**config.mk**
```make
export PLATFORM = sky130hd
export DESIGN_NAME = hap_fifo
export DESIGN_NICKNAME = d
export VERILOG_FILES = /design/src/sv/hap_fifo.sv
export SDC_FILE = /design/constraint.sdc
export NUM_CORES = 1
export LEC_CHECK = 0
export BUFFER_PORTS_ARGS = -buffer_cell sky130_fd_sc_hd__buf_2
export CAP_MARGIN = 10
export CORE_UTILIZATION = 26
export CTS_CLUSTER_SIZE = 20
export DETAILED_ROUTE_END_ITERATION = 16
export HOLD_SLACK_MARGIN = 0.03
export PLACE_DENSITY = 0.43
export SYNTH_ARGS = -nofsm -noshare
export SYNTH_HDL_FRONTEND = slang
export SYNTH_SLANG_ARGS = --single-unit
```
**constraint.sdc**
```tcl
create_clock -name clk -period 1.5 [get_ports clk]
set_input_delay 0.15 -clock clk [delete_from_list [all_inputs] [get_ports clk]]
set_output_delay 0.15 -clock clk [all_outputs]
set_load 0.02 [all_outputs]
```
**src/sv/hap_fifo.sv**
```systemverilog
// ----------------------------------------------------------------------------
// Small FIFO
// Register-based queue used for the command and the result sides.
// ----------------------------------------------------------------------------
module hap_fifo #(
    parameter int WIDTH = 8,
    parameter int DEPTH = 2
) (
    input  logic             clk,
    input  logic             rst_n,
    input  logic             push,
    input  logic [WIDTH-1:0] wdata,
    output logic             full,
    input  logic             pop,
    output logic [WIDTH-1:0] rdata,
    output logic             empty
);

    localparam int PW = (DEPTH > 1) ? $clog2(DEPTH) : 1;
    localparam int CW = $clog2(DEPTH + 1);

    logic [WIDTH-1:0] data_reg [DEPTH];
    logic [PW-1:0]    wptr_reg, rptr_reg;
    logic [CW-1:0]    cnt_reg;
    logic             do_push, do_pop;

    assign full    = (cnt_reg == CW'(DEPTH));
    assign empty   = (cnt_reg == '0);
    assign do_push = push && !full;
    assign do_pop  = pop && !empty;
    assign rdata   = data_reg[rptr_reg];

    always_ff @(posedge clk or negedge rst_n)
    begin
        if (!rst_n)
        begin
            wptr_reg <= '0;
            rptr_reg <= '0;
            cnt_reg  <= '0;
        end
        else
        begin
            if (do_push)
            begin
                wptr_reg <= (wptr_reg == PW'(DEPTH - 1)) ? '0 : wptr_reg + 1'b1;
            end
            if (do_pop)
            begin
                rptr_reg <= (rptr_reg == PW'(DEPTH - 1)) ? '0 : rptr_reg + 1'b1;
            end
            if (do_push && !do_pop)
            begin
                cnt_reg <= cnt_reg + 1'b1;
            end
            else if (do_pop && !do_push)
            begin
                cnt_reg <= cnt_reg - 1'b1;
            end
        end
    end

    always_ff @(posedge clk)
    begin
        if (do_push)
        begin
            data_reg[wptr_reg] <= wdata;
        end
    end

endmodule

```
# --- After elaboration in Yosys (flattened, before gate mapping) ---
# Memories as Yosys holds them, arrays and structs flattened.
# Index checks and enable logic that the tools add are counted.
classes:
  addsub: 4
  n_eq_ne: 1
  mux: 6
  n_reduce_logical: 10
op_table:
  columns: ["op", "n"]
  rows:
  - ["1-bit logical AND", 4]
  - ["1-bit logical NOT", 4]
  - ["1-bit two-way mux", 4]
  - ["2-bit two-way mux", 2]
  - ["1-bit adder (second input constant)", 2]
  - ["2-bit by 1-bit adder with 2-bit output (second input constant)", 1]
  - ["2-bit equality test (second input constant)", 1]
  - ["2-bit logical NOT", 1]
  - ["2-bit nonzero test", 1]
  - ["2-bit by 1-bit subtractor with 2-bit output (second input constant)", 1]
totals:
  regBits: 4
  ramBits: 16
  in_bits: 12
  output_inout_bits: 10
  elab_cells: 25
  mem_count: 1
memory_table:
  columns: ["memory", "depth", "word_bits", "rd", "rd_ports_with_merged_regs", "wr", "line_no", "source"]
  rows:
  - ["data_reg", 2, 8, 1, 0, 1, "22", "logic [WIDTH-1:0] data_reg [DEPTH];"]

# --- Logic depth before layout (Yosys ltp) ---
# Gate-level depths: netlist (run 1).
depth:
  ltp_word: 7
  mapped_depth: 7
  depth_no_buf: 7

# --- Worst setup path before layout (run 1) ---
# No wires, ideal clock.
synth_path:
  path_kind: "register to register"
  startpoint: "reg cnt_reg[0]"
  endpoint: "mem data_reg[0][0] (enable)"
  setup_ns: 0.370
  t_arrival_ns: 1.022
  t_required_ns: 1.130
  slack_ns: 0.108
  stages_incl_launch_ff: 4
  path_buffers: 0
  period_less_slack_ns: 1.392
  path_cell_list: "dfrtp_1 > nand2b_1 > nand2_2 > nor2_1"
synth_via:
  elab_chain_cells: 5
synth_lines:
  columns: ["item", "line_no", "source"]
  rows:
  - ["start: declaration", "24", "logic [CW-1:0] cnt_reg;"]
  - ["start signal: assignment", "53", "cnt_reg <= cnt_reg + 1'b1;"]
  - ["start signal: assignment", "57", "cnt_reg <= cnt_reg - 1'b1;"]
  - ["2-bit equality test", "27", "assign full = (cnt_reg == CW'(DEPTH));"]
  - ["1-bit logical NOT", "29", "assign do_push = push && !full;"]
  - ["1-bit logical AND", "29", null]
  - ["1-bit two-way mux", "64", "if (do_push)"]
  - ["1-bit two-way mux (implied by the code)", "66", "data_reg[wptr_reg] <= wdata;"]
  - ["end: declaration", "22", null]
# Every way passes these cells.

# --- Worst setup path in the final report (run 1) ---
layout_path:
  startpoint: "reg rptr_reg"
  endpoint: "out rdata[0]"
layout_via:
  elab_chain_cells: 1
layout_lines:
  columns: ["item", "line_no", "source"]
  rows:
  - ["start: declaration", "23", "logic [PW-1:0] wptr_reg, rptr_reg;"]
  - ["start signal: assignment", "49", "rptr_reg <= (rptr_reg == PW'(DEPTH - 1)) ? '0 : rptr_reg + 1'b1;"]
  - ["memory 2 x 8 bit", null, null]
  - ["end: declaration", "15", "output logic [WIDTH-1:0] rdata,"]
# Every way passes these cells.

==> results.ini, run 1 <==
[drt]
wirelength_microns = 1430
wl_met3_microns = 42
met2_length_microns = 640
via_count = 471
wl_met1_microns = 715
detail_route.wl_per_cell_microns = 12.4
antenna_left = 0
viasPerCell = 4.10
drc = 2
drtPass1Iterations = 10
drt_iter0_drc = 6
top_layer = met4

[setup_path]
critical_path_arrival_ps = 1300
reg2reg_setup_slack_ps = 120
start_kind = register
crit_end = rdata[0]
worstReg2RegStart = cnt_reg[0]
worstPathRequired_ps = 1350
crit_type = register to output pin
startpoint = rptr_reg
critPathMaxFanout = 5
ff2ff_path_depth = 6
crit_path_end_kind = output pin
timing.rr.end = cnt_reg[1]

[grt]
overflow = 0
grt_usage = 0.0995
grt_pass1_vias = 466
grt_max_degree = 13
grt_pass1_wl_microns = 2270
antenna_found_initial = 0

[pwr]
ir_drop_uv = 684
finalPower_mw = 2.39
p_per_area_nw_per_um2 = 1990
leakage_nw = 0.522

[synthesis]
synth_area_leaders = edfxtp_1, dfrtp_1, mux2_1, mux2_2, xnor2_1
synth-seq-area-share = 0.742
yosys.area.top_type = edfxtp_1
synth.top_cell.area_share = 0.614
synth_area_sq_um = 782
synth_compound_area_frac = 0.00640
synth.distinct_cells = 15
syn_area_per_cell_sq_um = 17.8
synth_top_family_by_area = multiplexers
syn-num-nets = 57
synthAdderAreaFrac = 0.0160
synth-xor-area-share = 0.0656
synth_simple_gate_area_frac = 0.0384
ys.warnings.count = 0
synthCells = 44
ys_ff_latch = 20
synth_mux_area_frac = 0.115

[floorplanning]
die_area_sq_um = 3230
die_w_microns = 56.8
rows = 19
ioPinCount = 22
die_h_microns = 56.8
coreArea_sq_um = 2810
start_util = 0.279

[clock_tree]
cts_tree = built
clockRootBuffer = clkbuf_4
clkTransAtPathRegs_ps = 120
cts_buffers = 3
clkSinkCount = 20
clk_latency_ps = 300
cts_max_path_buffers = 2
cts_max_level = 1

[hold_path]
min_path_type = input pin to register

[finish]
design_area_sq_um = 1200
multiInputGateArea_sq_um = 219
drive_above_1_share = 0.524
syn_to_final_growth_pct = 53.3
seq_area_sq_um = 582
nFillCells = 272
instances_no_fill = 115
nets = 98
antenna_cells = 0
largest_reg_flops = 16

[placement]
port_buffers = 21
dp_hpwl_microns = 938
place_inst = 100
gp_congestion = 0.711
place_area_sq_um = 958

[timing]
slew_violations = 0
rsz0062_at_grt = true
worstMarginPinSlew_ps = 206
holdWs_ps = 126
max_slew_margin = 0.862
finalSetupViolCount = 0
timing.final.hold_violations = 0
finalCriticalPeriod_ps = 1450
fmax_ghz = 0.688
fin_worst_skew_ps = 6.93
min_period_over_period = 0.968

[status]
violations = design-rule violations
status = complete, but fails checks

[flow_run]
maxCapViolations = 0

how the worst min path moves through the flow:
stage | from | end | slack [ps] | cells after the start
after detailed placement | rst_n | cnt_reg[1] | -30 | 1
after floorplan | rst_n | cnt_reg[0] | -150 | 0
final | push | wptr_reg | 130 | 3
after global routing | push | wptr_reg | 130 | 3
after global placement | rst_n | cnt_reg[0] | -30 | 1
after CTS | wdata[5] | data_reg[0][5] | 30 | 1
power breakdown:
part           switching (mW)  leakage (nW)  internal [mW]
registers              0.0801         0.194          0.778
clock network           0.170        0.0279          0.270
logic                   0.497         0.300          0.594
synth_stat cells, drive strengths merged:
cell type	number
and3	1
buf	1
dfrtp	4
edfxtp	16
ha	1
inv	2
mux2	8
nand2	1
nand2b	1
nor2	3
o21ai	1
xnor2	3
xor2	2
per-layer routing:
metal,vias up,global-route usage
met2,11,0.143
li1,237,-
met4,0,0.0627
met3,2,0.0230
met5,-,0
met1,221,0.134
area by class of cell:
cell class,instances,area share
Sequential cell,20,0.485
Timing Repair Buffer,37,0.249
Multi-Input combinational cell,21,0.183
Tap cell,31,0.0324
Clock inverter,1,0.0251
Clock buffer,3,0.0188
Inverter,2,0.00626
cell families (layout without fill, tap and decap cells):
kind of cell | Yosys count | count (layout)
xor+xnor | 5 | 5
compound gates | 1 | 1
flops | 20 | 20
fa+ha+maj | 1 | 1
mux | 8 | 8
buf+inv | 3 | 43
simple gates | 6 | 6
layout by cell type, fill, tap and decap left out:
master         instances
and3_1                 1
buf_2                 14
buf_4                  5
buf_6                  9
bufinv_16              1
clkbuf_4               3
dfrtp_1                3
dfrtp_2                1
dlygate4sd3_1          9
edfxtp_1              16
ha_1                   1
inv_1                  2
mux2_2                 2
mux2_4                 6
nand2_2                1
nand2b_4               1
nor2_1                 3
o21ai_1                1
xnor2_1                2
xnor2_2                1
xor2_1                 2
worst max-delay path, stage by stage, from the launching register on:
cell and delay (ps):
dfrtp_2 430, buf_6 140, mux2_4 300, buf_6 130
what timing repair did:
item,in CTS,in global routing
gates resized for setup,1,25
hold buffers,7,2
buffers inserted,2,0
endpoints found under the setup margin,8,8
hold endpoints to repair,16,4
through the flow:
stage | TNS [ps] | worst slack, ps | utilization
after global placement | 0 | 138 | 0.342
after floorplan | 0 | 108 | -
after global routing | -9.10 | -5.44 | 0.427
after detailed placement | 0 | 99.2 | 0.342
after CTS | -32.1 | -11.1 | 0.390
final | 0 | 47.3 | 0.427
No activity file was read; power rests on OpenSTA's default activity.
==> inputs of run 2 (changes only) <==
--- a/config.mk
+++ b/config.mk
@@ -8,3 +8,3 @@
 export BUFFER_PORTS_ARGS = -buffer_cell sky130_fd_sc_hd__buf_2
-export CAP_MARGIN = 10
+export CAP_MARGIN = 15
 export CORE_UTILIZATION = 26
==> constraint.sdc (replaced) <==
create_clock -name clk -period 1.5 [get_ports clk]
set_input_delay 0.3 -clock clk [delete_from_list [all_inputs] [get_ports clk]]
set_output_delay 0.3 -clock clk [all_outputs]
set_load 0.02 [all_outputs]
==> run 2 against run 1 <==
  * Clock skew is 2.1 ps lower
  * Setup slack worse by 140 ps
  * Cell count is 5.2% lower
  * Critical path type unchanged
  * The run ends with design-rule violations, negative setup slack left
  * Register-to-register slack hardly changed
  * Final area is 7.7% lower
  * Highest routed layer unchanged
  * First-iteration DRC count is 17% higher
==> results.ini, run 2 (synthesis gave the netlist of run 1 again) <==
[status]
status = complete, but fails checks
violations = design-rule violations, negative setup slack

[setup_path]
crit_path_end_kind = output pin
worstPathRequired_ps = 1200  ; -150 ps
worstReg2RegStart = cnt_reg[0]
crit_path_frequent_cell = buf_6
ff2ff_path_depth = 6  ; unchanged
crit_end = rdata[0]
startpoint = rptr_reg
crit_buf_inv = 2  ; unchanged
start_kind = register
critPathSlowestCell = dfrtp_2
timing.rr.end = cnt_reg[1]
critical_path_arrival_ps = 1300  ; about the same
crit_type = register to output pin
cp.depth = 3  ; unchanged
slowest_delay_ps = 430  ; about the same
path_cells = buf_6, mux2_4, buf_6
crit_family = flip-flops
critPathMaxFanout = 5  ; unchanged
reg2reg_setup_slack_ps = 120  ; about the same

[clock_tree]
cts_tree = built
cts_buffers = 3  ; unchanged
cts_max_level = 1  ; unchanged
clkSinkCount = 20  ; unchanged
clkTransAtPathRegs_ps = 110  ; about the same
cts_max_path_buffers = 2  ; unchanged
clockRootBuffer = clkbuf_4
clk_latency_ps = 300  ; about the same

[timing]
fmax_ghz = 0.627  ; -9.0%
holdWs_ps = 183  ; +56.3 ps
slew_violations = 0  ; unchanged
timing.final.hold_violations = 0  ; unchanged
fin_worst_skew_ps = 4.84  ; -2.10 ps
worstMarginPinSlew_ps = 212  ; +5.85 ps
finalSetupViolCount = 8  ; +8
rsz0062_at_grt = true
finalCriticalPeriod_ps = 1600  ; +143 ps
max_slew_margin = 0.858  ; -0.00392
fin_ws_ps = -95.7  ; -143 ps
min_period_over_period = 1.06  ; +0.0954
setup_tns_ps = -702  ; -702 ps

[drt]
viasPerCell = 4.30  ; +5.1%
drtPass1Iterations = 9  ; -1
drc = 2  ; unchanged
drt_iter0_drc = 7  ; +1
wirelength_microns = 1380  ; -3.3%
via_count = 469  ; -0.42%
detail_route.wl_per_cell_microns = 12.7  ; +2.0%
antenna_left = 0  ; unchanged

[finish]
design_area_sq_um = 1110  ; -7.7%
largest_reg_flops = 16  ; unchanged
drive_above_1_share = 0.564  ; +0.0403
antenna_cells = 0  ; unchanged
final_common_cell = edfxtp_1
nets = 92  ; -6.1%
nFillCells = 280  ; +2.9%
post-route-util = 0.394  ; -0.0330
syn_to_final_growth_pct = 41.4
instances_no_fill = 109  ; -5.2%
layout_common_cells = edfxtp_1, buf_2, buf_6

[placement]
port_buffers = 21  ; unchanged
gp_congestion = 0.666  ; -6.2%
place_area_sq_um = 958  ; unchanged
dpl_worst_slack_ps = 53.9  ; -45.3 ps
place_inst = 100  ; unchanged
dp_hpwl_microns = 945  ; +0.67%

[floorplanning]
ioPinCount = 22  ; unchanged
die_area_sq_um = 3230  ; unchanged
coreArea_sq_um = 2810  ; unchanged
rows = 19  ; unchanged
die_w_microns = 56.8  ; unchanged
die_h_microns = 56.8  ; unchanged
start_util = 0.279  ; unchanged

[grt]
grt_pass1_wl_microns = 2420  ; +6.4%
grt_usage = 0.106  ; +0.00601
grt_max_degree = 12  ; -1
overflow = 0  ; unchanged
grt_pass1_vias = 512  ; +9.9%
antenna_found_initial = 0  ; unchanged

[hold_path]
min_delay_path_depth = 1  ; -2
worstHoldStart = wdata[4]
min_path_type = input pin to register

[pwr]
finalPower_mw = 2.21  ; -7.7%
p_per_area_nw_per_um2 = 1990  ; about the same
leakage_nw = 0.482  ; -7.7%
ir_drop_uv = 813  ; +19%

[flow_run]
maxCapViolations = 0  ; unchanged

run 2: changes by cell type in the layout (fill, tap and decap cells not counted), sizes merged:
cell / change
dlygate4sd3: -8
buf: +2
clkinv: +1
bufinv: -1
run 2: per-layer routing:
metal	vias to the layer above	share of wire	track usage
li1	223	-	-
met1	229	0.43	0.126
met2	15	0.50	0.163
met3	2	0.055	0.0438
met4	0	0.015	0.0523
met5	-	0	0
run 2: worst min-delay path by stage:
stage                           to  slack, ps
floorplan               cnt_reg[0]          4
global placement        cnt_reg[1]        120
detailed placement      cnt_reg[1]        120
CTS                 data_reg[0][4]        180
global route        data_reg[1][0]        160
finish              data_reg[0][4]        180
run 2: area by class of cell:
| cell class | instances | area (sq um) | share of cell area |
|---|---|---|---|
| Sequential cell | 20 | 582 | 0.526 |
| Timing Repair Buffer | 31 | 240 | 0.217 |
| Multi-Input combinational cell | 21 | 211 | 0.191 |
| Tap cell | 31 | 38.8 | 0.0351 |
| Clock buffer | 3 | 22.5 | 0.0204 |
| Inverter | 2 | 7.51 | 0.00679 |
| Clock inverter | 1 | 3.75 | 0.00339 |
run 2: timing repair:
item | in CTS | in global routing
setup endpoints to repair | 8 | 9
pin swaps | 0 | 1
hold endpoints to repair | 4 | 0
setup buffers | 3 | 1
hold buffers | 1 | 0
resized for setup | 26 | 0
run 2: power by group:
part	internal [mW]	total (mW)	switching, mW	leakage, nW
Sequential	0.779	0.853	0.0746	0.194
Clock	0.0969	0.252	0.155	0.0154
Combinational	0.604	1.10	0.496	0.272
Total	1.48	2.21	0.726	0.482
run 2: worst register-to-register path, cell delays in order, from the launching register on:
cell      delay [ps]
dfrtp_1          400
nand2b_1         190
nand2_2           90
inv_1             40
ha_1             290
nor2_1           140
xor2_1           160
==> inputs of run 3 (changes only) <==
Settings changed: ABC_AREA from default to 1, CORE_MARGIN from default to 2, GPL_TIMING_DRIVEN from default to 0.
==> run 3 against run 2 <==
  * The run ends with negative setup slack left
  * Critical path depth is 2 higher
  * Synthesized area is 3.5% higher
  * Via count is 22% higher
  * Total power is 0.28% lower
  * Critical path type unchanged
  * Largest cell class unchanged
==> results.ini, run 3 <==
[pwr]
leakage_nw = 0.507  ; +5.2%
p_per_area_nw_per_um2 = 2000  ; +0.41%
ir_drop_uv = 562  ; -31%
finalPower_mw = 2.20  ; -0.28%

[setup_path]
crit_buf_inv = 3  ; +1
timing.rr.end = data_reg[0][6]
start_kind = register
crit_type = register to output pin
crit_end = rdata[6]
crit_path_end_kind = output pin
worstReg2RegStart = cnt_reg[1]
crit_family = buffers and inverters
slowest_delay_ps = 380  ; -50 ps
critPathMaxFanout = 6  ; +1
ff2ff_path_depth = 5  ; -1
cp.depth = 5  ; +2
reg2reg_setup_slack_ps = 130  ; about the same
critical_path_arrival_ps = 1200  ; -100 ps
crit_path_frequent_cell = nand2_1
path_cells = buf_6, clkinvlp_4, nand2_1, nand2_1, buf_2
critPathSlowestCell = dfrtp_1
worstPathRequired_ps = 1200  ; about the same
startpoint = rptr_reg

[floorplanning]
ioPinCount = 22  ; unchanged
coreArea_sq_um = 3000  ; +7.0%
die_area_sq_um = 3580  ; +11%
rows = 20  ; +1
die_h_microns = 59.8  ; +5.2%
die_w_microns = 59.8  ; +5.2%
start_util = 0.270  ; -0.00919

[clock_tree]
clkSinkCount = 20  ; unchanged
cts_max_path_buffers = 2  ; unchanged
cts_tree = built
cts_max_level = 1  ; unchanged
clk_latency_ps = 290  ; about the same
clockRootBuffer = clkbuf_4
clkTransAtPathRegs_ps = 110  ; about the same
cts_buffers = 3  ; unchanged

[synthesis]
ys_ff_latch = 20  ; unchanged
synthCells = 73  ; +66%
syn_area_per_cell_sq_um = 11.1  ; -38%
synth-seq-area-share = 0.717  ; -0.0252
synthMostInstantiatedCell = nand2_1
synth_area_leaders = edfxtp_1, nand2_1, dfrtp_1, inv_1, ha_1
synth-main-ff-cell = edfxtp_1
synth_area_sq_um = 810  ; +3.5%
synthArstFlopShare = 0.200  ; unchanged
synth.top_cell.area_share = 0.594  ; -0.0209
ys.warnings.count = 0  ; unchanged
synth.distinct_cells = 14  ; -1
syn-num-nets = 86  ; +51%
synth_edf_count = 16  ; unchanged
yosys.area.top_type = edfxtp_1
synth_common_cells = nand2_1, edfxtp_1, inv_1

[drt]
drt_iter0_drc = 15  ; +8
drtPass1Iterations = 3  ; -6
drc = 0  ; -2
antenna_left = 0  ; unchanged
viasPerCell = 4.16  ; -3.3%
detail_route.wl_per_cell_microns = 11.3  ; -11%
via_count = 574  ; +22%
wirelength_microns = 1550  ; +12%

[grt]
grt_pass1_wl_microns = 2380  ; -1.4%
grt_usage = 0.0966  ; -0.00891
grt_pass1_vias = 529  ; +3.3%
overflow = 0  ; unchanged
antenna_found_initial = 0  ; unchanged
grt_max_degree = 12  ; unchanged

[timing]
fmax_ghz = 0.666  ; +6.2%
holdWs_ps = 193  ; +10.5 ps
setup_tns_ps = -6.08  ; +696 ps
slew_violations = 0  ; unchanged
rsz0062_at_grt = true
fin_worst_skew_ps = 4.73  ; -0.111 ps
finalSetupViolCount = 3  ; -5
worstMarginPinSlew_ps = 442  ; +231 ps
timing.final.hold_violations = 0  ; unchanged
fin_ws_ps = -2.21  ; +93.5 ps
max_slew_margin = 0.702  ; -0.156
min_period_over_period = 1.00  ; -0.0624
finalCriticalPeriod_ps = 1500  ; -93.5 ps

[finish]
final_common_cell = nand2_1
antenna_cells = 0  ; unchanged
instances_no_fill = 138  ; +27%
layout_common_cells = nand2_1, buf_2, edfxtp_1
syn_to_final_growth_pct = 35.7
nets = 119  ; +29%
drive_above_1_share = 0.371  ; -0.193
largest_reg_flops = 16  ; unchanged

[hold_path]
min_path_type = input pin to register

[placement]
place_inst = 127  ; +27%
dp_hpwl_microns = 1000  ; +6.1%
port_buffers = 21  ; unchanged
dpl_worst_slack_ps = -153  ; -207 ps
gp_congestion = 0.641  ; -3.9%

[flow_run]
maxCapViolations = 0  ; unchanged

[status]
status = complete, but fails checks
violations = negative setup slack

-- run 3: metal layers --
layer | global-route usage | routed length, microns
met1 | 0.119 | 722
met2 | 0.151 | 754
met3 | 0.0260 | 52
met4 | 0.0571 | 25
met5 | 0 | 0
-- run 3: per-stage QoR --
step	instance area, sq um	utilization
after floorplan	810	-
after global placement	956	0.318
after detailed placement	956	0.318
after CTS	1050	0.349
after global routing	1100	0.366
final	1100	0.366
-- run 3: cells by family after synthesis --
group	Yosys count	share of synthesized area
AO/OA/AOI/OAI	2	0.0124
adder cells (fa/ha/maj)	1	0.0155
AND/OR/NAND/NOR	40	0.201
buffers and inverters	9	0.0433
flip-flops	20	0.717
XOR/XNOR	1	0.0108
-- run 3: timing repair --
action,in CTS,in global routing
gates resized for setup,5,16
setup buffers,4,0
hold endpoints to repair,4,0
cloned,2,0
pin swaps,0,3
endpoints found under the setup margin,16,16
hold buffers,1,0
-- run 3: final cells by class --
class,count,area [sq um]
timing repair buffer,27,188
inverter,8,32.5
multi-input combinational,44,211
timing repair inverter,1,7.51
clock buffer,3,22.5
clock inverter,1,3.75
tap,33,41.3
fill,315,1900
sequential,20,581
buffer,1,11.3
-- run 3: how the worst min path moves through the flow --
stage                                 to  slack [ps]  cells after the start  startpoint
final                     data_reg[1][5]         190                      1    wdata[5]
after detailed placement      cnt_reg[0]         120                      1       rst_n
after global routing      data_reg[1][5]         160                      1    wdata[5]
after CTS                 data_reg[0][5]         180                      1    wdata[5]
after global placement        cnt_reg[0]         120                      1       rst_n
after floorplan               cnt_reg[0]           4                      0       rst_n
-- run 3: power by group --
| part | leakage, nW | switching, mW | internal (mW) | total [mW] |
|---|---|---|---|---|
| Combinational | 0.295 | 0.637 | 0.466 | 1.10 |
| Clock | 0.0154 | 0.153 | 0.0966 | 0.250 |
| Sequential | 0.197 | 0.0753 | 0.771 | 0.847 |
